<file path="src/rtl/co2rat_pkg.sv">
`timescale 1ns / 1ps
// ----------------------------------------------------------------------------
// co2rat_pkg
// Word types and register codes shared by the CO2 rise alarm tracker.
// ----------------------------------------------------------------------------
package co2rat_pkg;

    localparam int CFG_IDX_W  = 1;
    localparam int CFG_DATA_W = 16;

    localparam logic [CFG_IDX_W-1:0] REG_RISE_THRESHOLD       = 1'd0;
    localparam logic [CFG_IDX_W-1:0] REG_REQUIRE_TREND_RISING = 1'd1;

    localparam logic [15:0] RISE_THRESHOLD_RST       = 16'd200;
    localparam logic        REQUIRE_TREND_RISING_RST = 1'b1;

    localparam logic [7:0] RISE_COUNT_MAX = 8'd255;

    typedef struct packed {
        logic [15:0] co2_ppm;
        logic        armed;
        logic [31:0] arm_generation;
        logic [15:0] baseline_in;
        logic        reading_stale;
    } t_in_word;

    typedef struct packed {
        logic               deltas_valid;
        logic signed [15:0] window_delta;
        logic signed [15:0] base_delta;
        logic [7:0]         rise_count;
        logic               alert;
        logic [15:0]        alert_rise;
        logic               baseline_set;
        logic [15:0]        baseline_out;
    } t_out_word;

    // word handed from the window stage to the evaluation stage
    typedef struct packed {
        t_in_word    item;
        logic [15:0] oldest;
        logic        deltas_ok;
    } t_win_word;

endpackage

</file>
<file path="src/rtl/co2rat_window.sv">
`timescale 1ns / 1ps
// ----------------------------------------------------------------------------
// co2rat_window
// Ring window of recent readings and the input stage register. On accept
// the reading is written and the oldest entry for this word is read out.
// ----------------------------------------------------------------------------
module co2rat_window #(
    parameter int WINDOW_READINGS = 8
) (
    input  logic                  i_clk,
    input  logic                  i_rst_n,
    input  logic                  i_valid,
    output logic                  o_stall,
    input  co2rat_pkg::t_in_word  i_data,
    output logic                  o_valid,
    input  logic                  i_stall,
    output co2rat_pkg::t_win_word o_word
);
    import co2rat_pkg::*;

    localparam int IDX_W  = $clog2(WINDOW_READINGS);
    localparam int FILL_W = $clog2(WINDOW_READINGS + 1);

    logic [15:0]       r_store [WINDOW_READINGS];
    logic [IDX_W-1:0]  r_wp;
    logic [IDX_W-1:0]  n_wp;
    logic [FILL_W-1:0] r_fill;
    logic [FILL_W-1:0] n_fill;
    logic [IDX_W-1:0]  rd_idx;
    logic              r_valid;
    t_win_word         r_word;
    logic              accept;

    assign o_stall = r_valid && i_stall;
    assign accept  = i_valid && !o_stall;

    always_comb begin
        n_wp   = (r_wp == IDX_W'(WINDOW_READINGS - 1)) ? '0 : r_wp + 1'b1;
        n_fill = (r_fill == FILL_W'(WINDOW_READINGS)) ? r_fill : r_fill + 1'b1;
        // once full the oldest entry is the one overwritten next; before that it is entry 0
        rd_idx = (n_fill == FILL_W'(WINDOW_READINGS)) ? n_wp : '0;
    end

    always_ff @(posedge i_clk) begin
        if (!i_rst_n) begin
            r_wp    <= '0;
            r_fill  <= '0;
            r_valid <= 1'b0;
        end else begin
            if (accept) begin
                r_wp    <= n_wp;
                r_fill  <= n_fill;
                r_valid <= 1'b1;
            end else if (!i_stall) begin
                r_valid <= 1'b0;
            end
        end
    end

    // read address never equals the write address once two readings are held
    always_ff @(posedge i_clk) begin
        if (accept) begin
            r_store[r_wp]    <= i_data.co2_ppm;
            r_word.item      <= i_data;
            r_word.oldest    <= r_store[rd_idx];
            r_word.deltas_ok <= (n_fill >= FILL_W'(2));
        end
    end

    assign o_valid = r_valid;
    assign o_word  = r_word;

endmodule

</file>
<file path="src/rtl/co2rat_eval.sv">
`timescale 1ns / 1ps
// ----------------------------------------------------------------------------
// co2rat_eval
// Deltas, baseline capture, rise qualification and alert, with the tracking
// state and the result register.
// ----------------------------------------------------------------------------
module co2rat_eval (
    input  logic                  i_clk,
    input  logic                  i_rst_n,
    input  logic                  i_valid,
    output logic                  o_stall,
    input  co2rat_pkg::t_win_word i_word,
    input  logic [15:0]           i_rise_threshold,
    input  logic                  i_require_trend,
    output logic                  o_valid,
    input  logic                  i_stall,
    output co2rat_pkg::t_out_word o_data
);
    import co2rat_pkg::*;

    function automatic logic signed [15:0] sat16(input logic signed [16:0] v);
        logic signed [15:0] res;
        if (v[16] != v[15]) begin
            res = v[16] ? 16'sh8000 : 16'sh7fff;
        end else begin
            res = v[15:0];
        end
        return res;
    endfunction

    logic [31:0]        r_seen_gen;
    logic [7:0]         r_consec;
    logic [7:0]         n_consec;
    logic               r_alerted;
    logic               n_alerted;
    logic               r_out_v;
    t_out_word          r_out;
    t_out_word          n_out;
    logic               take;
    logic               gen_change;
    logic               capture;
    logic [15:0]        base;
    logic signed [16:0] since;
    logic signed [16:0] wraw;
    logic signed [15:0] wsat;
    logic               trig;
    logic [7:0]         consec_a;
    logic               alerted_a;
    logic               alert;

    assign o_stall = r_out_v && i_stall;
    assign take    = i_valid && !o_stall;

    always_comb begin
        gen_change = (i_word.item.arm_generation != r_seen_gen);
        alerted_a  = gen_change ? 1'b0 : r_alerted;
        capture    = i_word.item.armed && (i_word.item.baseline_in == 16'd0)
                     && (i_word.item.co2_ppm != 16'd0);
        consec_a   = (gen_change || capture) ? 8'd0 : r_consec;
        base       = capture ? i_word.item.co2_ppm : i_word.item.baseline_in;
        since      = $signed({1'b0, i_word.item.co2_ppm}) - $signed({1'b0, base});
        wraw       = $signed({1'b0, i_word.item.co2_ppm}) - $signed({1'b0, i_word.oldest});
        wsat       = sat16(wraw);
        trig       = i_word.item.armed && !i_word.item.reading_stale
                     && (since >= $signed({1'b0, i_rise_threshold}))
                     && !(i_require_trend && (wsat[15] || wsat == 16'sd0));

        n_consec  = consec_a;
        n_alerted = alerted_a;
        alert     = 1'b0;
        if (i_word.deltas_ok) begin
            if (trig) begin
                n_consec  = (consec_a == RISE_COUNT_MAX) ? consec_a : consec_a + 8'd1;
                alert     = !alerted_a && (n_consec >= 8'd2);
                n_alerted = alerted_a || alert;
            end else begin
                n_consec  = 8'd0;
                n_alerted = i_word.item.armed ? alerted_a : 1'b0;
            end
        end

        n_out.deltas_valid = i_word.deltas_ok;
        n_out.window_delta = i_word.deltas_ok ? wsat : 16'sd0;
        n_out.base_delta   = i_word.deltas_ok ? sat16(since) : 16'sd0;
        n_out.rise_count   = n_consec;
        n_out.alert        = alert;
        n_out.alert_rise   = alert ? since[15:0] : 16'd0;
        n_out.baseline_set = capture;
        n_out.baseline_out = capture ? i_word.item.co2_ppm : 16'd0;
    end

    always_ff @(posedge i_clk) begin
        if (!i_rst_n) begin
            r_seen_gen <= '0;
            r_consec   <= '0;
            r_alerted  <= 1'b0;
            r_out_v    <= 1'b0;
        end else begin
            if (take) begin
                r_seen_gen <= i_word.item.arm_generation;
                r_consec   <= n_consec;
                r_alerted  <= n_alerted;
                r_out_v    <= 1'b1;
            end else if (!i_stall) begin
                r_out_v <= 1'b0;
            end
        end
    end

    always_ff @(posedge i_clk) begin
        if (take) begin
            r_out <= n_out;
        end
    end

    assign o_valid = r_out_v;
    assign o_data  = r_out;

endmodule

</file>
<file path="src/rtl/co2_rise_alarm_tracker.sv">
`timescale 1ns / 1ps
// ----------------------------------------------------------------------------
// co2_rise_alarm_tracker
// CO2 rise alarm tracker: ring window deltas, baseline capture and a
// once-per-arming rise alert, one reading per clock unless stalled.
// ----------------------------------------------------------------------------
// Takes one reading word per clock unless stalled and returns one result
// word for each, in order. The accepting edge writes the ring window and
// registers the oldest entry in the window stage; the evaluation stage then
// loads both saturated deltas, the baseline capture and the rise/alert
// update formed against the tracking state into the output register. With
// no stall downstream the throughput is one word every cycle; a stall at the
// output backs up through the two stage registers. Configuration writes
// must go in while no word is in flight, which the block does not enforce.
module co2_rise_alarm_tracker #(
    parameter int WINDOW_READINGS = 8
) (
    input  logic                                 i_clk,
    input  logic                                 i_rst_n,
    input  logic                                 i_valid,
    output logic                                 o_stall,
    input  co2rat_pkg::t_in_word                 i_data,
    output logic                                 o_valid,
    input  logic                                 i_stall,
    output co2rat_pkg::t_out_word                o_data,
    input  logic                                 i_cfg_we,
    input  logic [co2rat_pkg::CFG_IDX_W-1:0]     i_cfg_idx,
    input  logic [co2rat_pkg::CFG_DATA_W-1:0]    i_cfg_data
);
    import co2rat_pkg::*;

    logic [15:0] r_rise_threshold;
    logic        r_require_trend;
    logic        win_valid;
    logic        eval_stall;
    t_win_word   win_word;

    always_ff @(posedge i_clk) begin
        if (!i_rst_n) begin
            r_rise_threshold <= RISE_THRESHOLD_RST;
            r_require_trend  <= REQUIRE_TREND_RISING_RST;
        end else if (i_cfg_we) begin
            case (i_cfg_idx)
                REG_RISE_THRESHOLD:       r_rise_threshold <= i_cfg_data[15:0];
                REG_REQUIRE_TREND_RISING: r_require_trend  <= i_cfg_data[0];
                default: begin
                end
            endcase
        end
    end

    co2rat_window #(
        .WINDOW_READINGS(WINDOW_READINGS)
    ) u_window (
        .i_clk   (i_clk),
        .i_rst_n (i_rst_n),
        .i_valid (i_valid),
        .o_stall (o_stall),
        .i_data  (i_data),
        .o_valid (win_valid),
        .i_stall (eval_stall),
        .o_word  (win_word)
    );

    co2rat_eval u_eval (
        .i_clk            (i_clk),
        .i_rst_n          (i_rst_n),
        .i_valid          (win_valid),
        .o_stall          (eval_stall),
        .i_word           (win_word),
        .i_rise_threshold (r_rise_threshold),
        .i_require_trend  (r_require_trend),
        .o_valid          (o_valid),
        .i_stall          (i_stall),
        .o_data           (o_data)
    );

`ifndef SYNTHESIS
    // an alert needs at least two qualifying readings in a row
    a_alert_count: assert property (@(posedge i_clk) disable iff (!i_rst_n)
        (o_valid && o_data.alert) |-> (o_data.rise_count >= 8'd2))
        else $error("alert with rise_count below two");

    // a captured baseline is never zero
    a_capture_nonzero: assert property (@(posedge i_clk) disable iff (!i_rst_n)
        (o_valid && o_data.baseline_set) |-> (o_data.baseline_out != 16'd0))
        else $error("baseline captured as zero");

    // no deltas and no alert before the window holds two readings
    a_quiet_unfilled: assert property (@(posedge i_clk) disable iff (!i_rst_n)
        (o_valid && !o_data.deltas_valid) |->
            (!o_data.alert && o_data.window_delta == 16'sd0
             && o_data.base_delta == 16'sd0))
        else $error("deltas or alert reported with window unfilled");
`endif

endmodule
</file>
<file path="config.mk">
export PLATFORM = sky130hd
export DESIGN_NAME = co2_rise_alarm_tracker
export DESIGN_NICKNAME = d
export VERILOG_FILES = /design/src/rtl/co2rat_pkg.sv /design/src/rtl/co2rat_window.sv /design/src/rtl/co2rat_eval.sv /design/src/rtl/co2_rise_alarm_tracker.sv
export SDC_FILE = /design/constraint.sdc
export NUM_CORES = 1
export LEC_CHECK = 0
export ABC_AREA = 1
export ABC_CLOCK_PERIOD_IN_PS = 4900
export BUFFER_PORTS_ARGS = -buffer_cell sky130_fd_sc_hd__buf_4
export CAP_MARGIN = 20
export CELL_PAD_IN_SITES_DETAIL_PLACEMENT = 1
export CELL_PAD_IN_SITES_GLOBAL_PLACEMENT = 1
export CORE_UTILIZATION = 42
export CTS_CLUSTER_SIZE = 14
export DETAILED_ROUTE_END_ITERATION = 6
export PLACE_DENSITY_LB_ADDON = 0.1
export SLEW_MARGIN = 40
export SYNTH_ARGS = -nofsm -noshare
export SYNTH_HDL_FRONTEND = slang
export SYNTH_SLANG_ARGS = --single-unit
</file>
<file path="constraint.sdc">
create_clock -name i_clk -period 4.9 [get_ports i_clk]
set_clock_uncertainty 0.2 [all_clocks]
set_input_delay 0.49 -clock i_clk [delete_from_list [all_inputs] [get_ports i_clk]]
set_output_delay 0.49 -clock i_clk [all_outputs]
set_load 0.005 [all_outputs]
</file>
==> results.toml, run 1 <==
[status]
outcome = "complete, but fails checks"
violations = "setup timing"

[critical_path]
critical_path.max_stage_delay_ns = 0.45
cp-end-kind = "flop"
crit_type = "reg -> reg"
crit_path_start_kind = "flop"
cp_common_cell = "nand2_2"
critPathMaxFanout = 5
cp.arrival_ns = 5.50
cpMaxStageDelayCell = "edfxtp_1"
cp.required_ns = 5.03

[global_route]
grt_pass1_wl_um = 74500
overflow = 0
grt_pass1_vias = 13900
antenna_found_initial = 2
grt_usage_pct = 23.5
grt_start_max_net_pins = 145

[power_and_ir_drop]
ir_worst_vdd_v = 0.000301
p_leak_nw = 9.70
power_density_nw_per_um2 = 351

[place]
place.gp.congestion = 0.932
dp.cells = 2444
hpwl_um = 33600
portBuffers = 164
dpl_worst_slack_ns = -0.471

[yosys]
synth-async-reset-ratio_pct = 0
synth_edf_count = 286
synth_warnings = 0
synth_top_flop_cell = "edfxtp_1"
synth-seq-cells = 353
netlist_instances = 1691
syn_area_um2 = 16900
synth.yosys.seq_area_share_pct = 58.7
avgSynthCellArea_um2 = 10.0
synthesis.nets = 1837
ys_types = 49

[route]
detail-route-antenna-nets = 0
wirelength_um = 48600
drc = 0
first_pass_iters = 6
wire_per_inst_um = 18.6
vias = 13000
drt_first_iter_violations = 570
viasPerCell = 4.98

[cts]
cts_root_buf = "clkbuf_16"
worstSkewPairLatency_ns = 0.58
max-clock-path-buffers = 3
clkTransAtPathRegs_ns = 0.06
cts_buffers = 39
cts.sinks = 353
h-tree-depth = 2
cts_tree = "yes"

[die]
initial_core_util_pct = 42.6
rows = 73
ios = 165
die_x_um = 203
die_area_um2 = 41100
die_height_um = 203
coreArea_um2 = 39700

[timing]
max_slew_margin_pct = 48.9
finalMaxSlewViolations = 0
fin_crit_sh_pct = 110
grt_setup_unrepaired = "true"
period_needed_ns = 5.37
tightest_slew_ns = 0.767
hold_viol_final = 0
setup_viol = 49
fin_ws_ns = -0.468
fmax_mhz = 186

[final_layout]
finish.utilization_pct = 56.2
fin_cells = 2617
final_cell_mix = "buf_4, nand2_1, edfxtp_1, inv_1, nor2_1"
fillerInstances = 4400
areaGrowthSynthToFinish_pct = 32.0
final_nets = 2206
drive_above_1_share_pct = 25.9
final_common_cell = "buf_4"

[hold_path]
hp-class = "in -> reg"

[job]
maxCapViolCount = 0
report_power, final:
group / leakage, nW / total [mW] / switching [mW] / internal, mW
logic: 5.80 / 1.31 / 0.752 / 0.559
clock network: 0.651 / 3.03 / 1.24 / 1.78
registers: 3.25 / 3.51 / 0.0850 / 3.43
registers in the layout, summed over array words and instances (netlist names):
name and flops:
r_require_trend 1, r_rise_threshold 16, u_eval.o_data 75, u_eval.o_valid 1, u_eval.r_alerted 1, u_eval.r_consec 8
u_eval.r_seen_gen 32, u_window.o_valid 1, u_window.o_word 83, u_window.r_fill 4, u_window.r_store 128, u_window.r_wp 3
metrics by stage:
step | setup TNS [ns] | power (mW) | hold WS [ns] | instance area, µm²
4_1_cts | -5.68 | 7.86 | 0.00167 | 22000
2_1_floorplan | 0 | 4.21 | 0.229 | 16900
3_3_place_gp | -7.63 | 4.67 | 0.256 | 19500
3_5_place_dp | -18.35 | 4.72 | 0.256 | 19500
5_1_grt | -36.14 | 8.17 | 0.0190 | 22300
6_report | -17.89 | 7.85 | 0.0228 | 22300
cell families after synthesis:
family          share of synthesized area [%]
xor+xnor                                 1.86
buf+inv                                  7.16
flops                                    58.7
fa+ha+maj                                4.38
compound gates                           8.87
simple gates                             16.1
mux                                      2.96
cell usage after synthesis, types with 3 or more instances:
library cell | number | area share, %
a211oi_1 | 3 | 0.13
a21oi_1 | 109 | 3.2
buf_2 | 5 | 0.15
clkbuf_1 | 38 | 0.84
dfxtp_1 | 67 | 7.9
edfxtp_1 | 286 | 51
ha_1 | 56 | 4.1
inv_1 | 256 | 5.7
inv_2 | 3 | 0.067
mux2_2 | 16 | 1.1
mux2i_1 | 32 | 1.9
nand2_1 | 305 | 6.8
nand2_2 | 5 | 0.18
nand3_1 | 42 | 1.2
nand3_2 | 4 | 0.24
nand3b_1 | 3 | 0.13
nand4_1 | 26 | 0.96
nor2_1 | 157 | 3.5
nor2_2 | 9 | 0.33
nor2_4 | 5 | 0.33
nor3_1 | 6 | 0.18
nor4_1 | 3 | 0.11
o211ai_1 | 37 | 1.6
o21ai_0 | 108 | 3.2
o21ai_1 | 3 | 0.089
o21bai_1 | 4 | 0.18
or2_2 | 41 | 1.5
xnor2_1 | 13 | 0.67
xor2_1 | 23 | 1.2
final timing paths:
| kind | startpoint | slack (ns) | to | depth (start not counted) |
|---|---|---|---|---|
| worst max-delay path | u_window.o_word[23]$_DFFE_PP_ | -0.47 | u_eval.o_data[38]$_DFFE_PP_ | 34 |
| worst min-delay path | i_cfg_data[11] | 0.02 | r_rise_threshold[11]$_SDFFE_PN0P_ | 3 |
| worst max register to register | u_window.o_word[23]$_DFFE_PP_ | -0.47 | u_eval.o_data[38]$_DFFE_PP_ | 34 |
| worst min register to register | r_rise_threshold[1]$_SDFFE_PN0P_ | 0.27 | r_rise_threshold[1]$_SDFFE_PN0P_ | 2 |
layer usage:
metal / GRT usage [%] / up-vias / part of all wire (%)
met5: 0 / - / 0.016
met1: 28.2 / 6274 / 42
met4: 8.51 / 2 / 3.1
met3: 3.15 / 90 / 3.3
met2: 42.8 / 269 / 52
li1: - / 6403 / -
final cells by class:
| type | instances | area (µm²) | area share (%) |
|---|---|---|---|
| flip-flops and latches | 353 | 9930 | 44.4 |
| inverters | 261 | 988 | 4.42 |
| well taps | 525 | 657 | 2.94 |
| clock buffers | 49 | 1020 | 4.58 |
| clock inverters | 23 | 322 | 1.44 |
| multi-input cells | 1028 | 6320 | 28.3 |
| diodes | 1 | 2.50 | 0.0112 |
| repair buffers | 377 | 3090 | 13.8 |
critical path: cells and delay by family (launching register included):
family                   cells  cell delay [ns]
flip-flops                   1             0.45
AND/OR/NAND/NOR             17             2.01
XOR/XNOR                     1             0.23
adder cells (fa/ha/maj)      2             0.50
AO/OA/AOI/OAI                5             0.84
buffers and inverters        9             0.90
what timing repair did:
item,CTS,global route
pin swaps,27,39
hold buffers,72,0
setup endpoints to repair,49,49
resized for setup,72,53
gates cloned,1,0
buffers inserted,15,16
endpoints found under the hold margin,199,0
Power figures use the tool's default switching activity.
==> run 2: changes to the inputs <==
- CORE_UTILIZATION: 42 -> 44
- CTS_BUF_LIST: default -> sky130_fd_sc_hd__clkbuf_2 sky130_fd_sc_hd__clkbuf_4 sky130_fd_sc_hd__clkbuf_8
==> results.toml, run 2 (synthesis results as in run 1) <==
[status]
outcome = "complete, but fails checks"
violations = "setup timing"

[final_layout]
drive_above_1_share_pct = 27.1
final_nets = 2229
seqCellArea_um2 = 9930
final_common_cell = "nand2_1"
final_cell_mix = "nand2_1, buf_4, edfxtp_1, inv_1, nor2_1"
fin_area_um2 = 22200
fillerInstances = 4119
multi_input_area_um2 = 6380
largest_reg_flops = 128
fin_cells = 2642
regMostFlops = "u_window.r_store"
areaGrowthSynthToFinish_pct = 31.3

[critical_path]
crit_path_start_kind = "flop"
cp-end-kind = "flop"
cpMaxStageDelayCell = "edfxtp_1"
cp.arrival_ns = 5.53
crit_type = "reg -> reg"
critPathMaxFanout = 6
cp.required_ns = 5.21
critical_path.max_stage_delay_ns = 0.41

[hold_path]
hp-class = "in -> reg"

[timing]
fmax_mhz = 192
fin_ws_ns = -0.322
max_slew_margin_pct = 46.5
period_needed_ns = 5.22
hold_viol_final = 0
finalMaxSlewViolations = 0
setup_viol = 49
grt_setup_unrepaired = "true"
fin_crit_sh_pct = 107
fin_tns_setup_ns = -9.34
tightest_slew_ns = 0.803

[job]
maxCapViolCount = 0

[die]
die_height_um = 198
ios = 165
coreArea_um2 = 37800
die_x_um = 198
rows = 71
die_area_um2 = 39300
initial_core_util_pct = 44.8

[cts]
cts_tree = "yes"
max-clock-path-buffers = 3
clkTransAtPathRegs_ns = 0.06
cts_buffers = 58
cts_root_buf = "clkbuf_8"
worstSkewPairLatency_ns = 0.67
cts.sinks = 353
h-tree-depth = 2

[power_and_ir_drop]
power_density_nw_per_um2 = 336
p_switching_mw = 2.09
seq_power_share_pct = 47.1
p_sw_share_pct = 28.0
p_int_mw = 5.37
p_leak_nw = 9.66
power_frac_clock_pct = 34.9
p_comb_share_pct = 18.0
p_total_mw = 7.46
ir_worst_vdd_v = 0.000262

[global_route]
overflow = 0
grt_pass1_wl_um = 76400
grt_usage_pct = 25.5
grt_pass1_vias = 14200
grt_start_max_net_pins = 145
antenna_found_initial = 2

[place]
place.gp.congestion = 0.939
hpwl_um = 34300
portBuffers = 164
place_area_um2 = 19500
dpl_worst_slack_ns = -0.527
dp.cells = 2426

[route]
vias = 13300
drc = 0
viasPerCell = 5.05
wirelength_um = 50000
first_pass_iters = 5
wire_per_inst_um = 18.9
drt_first_iter_violations = 625
detail-route-antenna-nets = 0
## run 2: timing repair
item,4_1_cts,5_1_grt
gates cloned,1,0
hold buffers,85,0
setup buffers,18,9
gates resized for setup,64,57
pin swaps,27,49
endpoints found under the hold margin,212,0
setup endpoints to repair,49,49
## run 2: through the flow
step	hold WS, ns	utilization [%]
floorplan	0.229	-
global placement	0.257	51.5
detailed placement	0.257	51.6
CTS	0.0164	58.1
global route	0.102	58.9
finish	0.0696	58.9
## run 2: critical path: cells and delay by family, from the launching register on
family / cells / cell delay (ns)
AOI/OAI and AO/OA: 7 / 0.90
buffers and inverters: 6 / 0.82
DFF: 1 / 0.41
xor gates and xnor gates: 1 / 0.12
adders and majority gates: 2 / 0.60
and+or+nand+nor: 16 / 2.02
## run 2: cell type report
cell class | instances | area share (%)
Clock buffer | 90 | 4.76
Sequential cell | 353 | 44.7
Inverter | 261 | 4.43
Antenna cell | 1 | 0.0113
Clock inverter | 17 | 0.439
Multi-Input combinational cell | 1028 | 28.7
Timing Repair Buffer | 381 | 14.1
Tap cell | 511 | 2.88
## run 2: final timing paths
check                                         from                               end  slack [ns]  cells after the start
setup / recovery     u_window.o_word[24]$_DFFE_PP_   u_eval.o_data[26]$_SDFFCE_PN0P_       -0.32                     32
hold / removal                           i_cfg_idx  r_rise_threshold[3]$_SDFFE_PN1P_        0.07                      3
setup reg to reg     u_window.o_word[24]$_DFFE_PP_   u_eval.o_data[26]$_SDFFCE_PN0P_       -0.32                     32
hold reg to reg   r_rise_threshold[4]$_SDFFE_PN0P_  r_rise_threshold[4]$_SDFFE_PN0P_        0.26                      2
## run 2: metal layers
layer,part of all wire [%],GRT usage [%],vias up
met5,0.020,0,-
met4,3.4,11.2,2
met3,3.8,3.63,103
met2,50,44.0,306
met1,43,31.7,6474
li1,-,-,6461
## run 2: power groups by stage
stage / logic [mW] / registers (mW) / clock network [mW]
finish: 1.34 / 3.52 / 2.60
global placement: 1.11 / 3.56 / 0
detailed placement: 1.16 / 3.58 / 0
global route: 1.48 / 3.53 / 2.77
CTS: 1.29 / 3.51 / 2.64
floorplan: 0.659 / 3.55 / 0
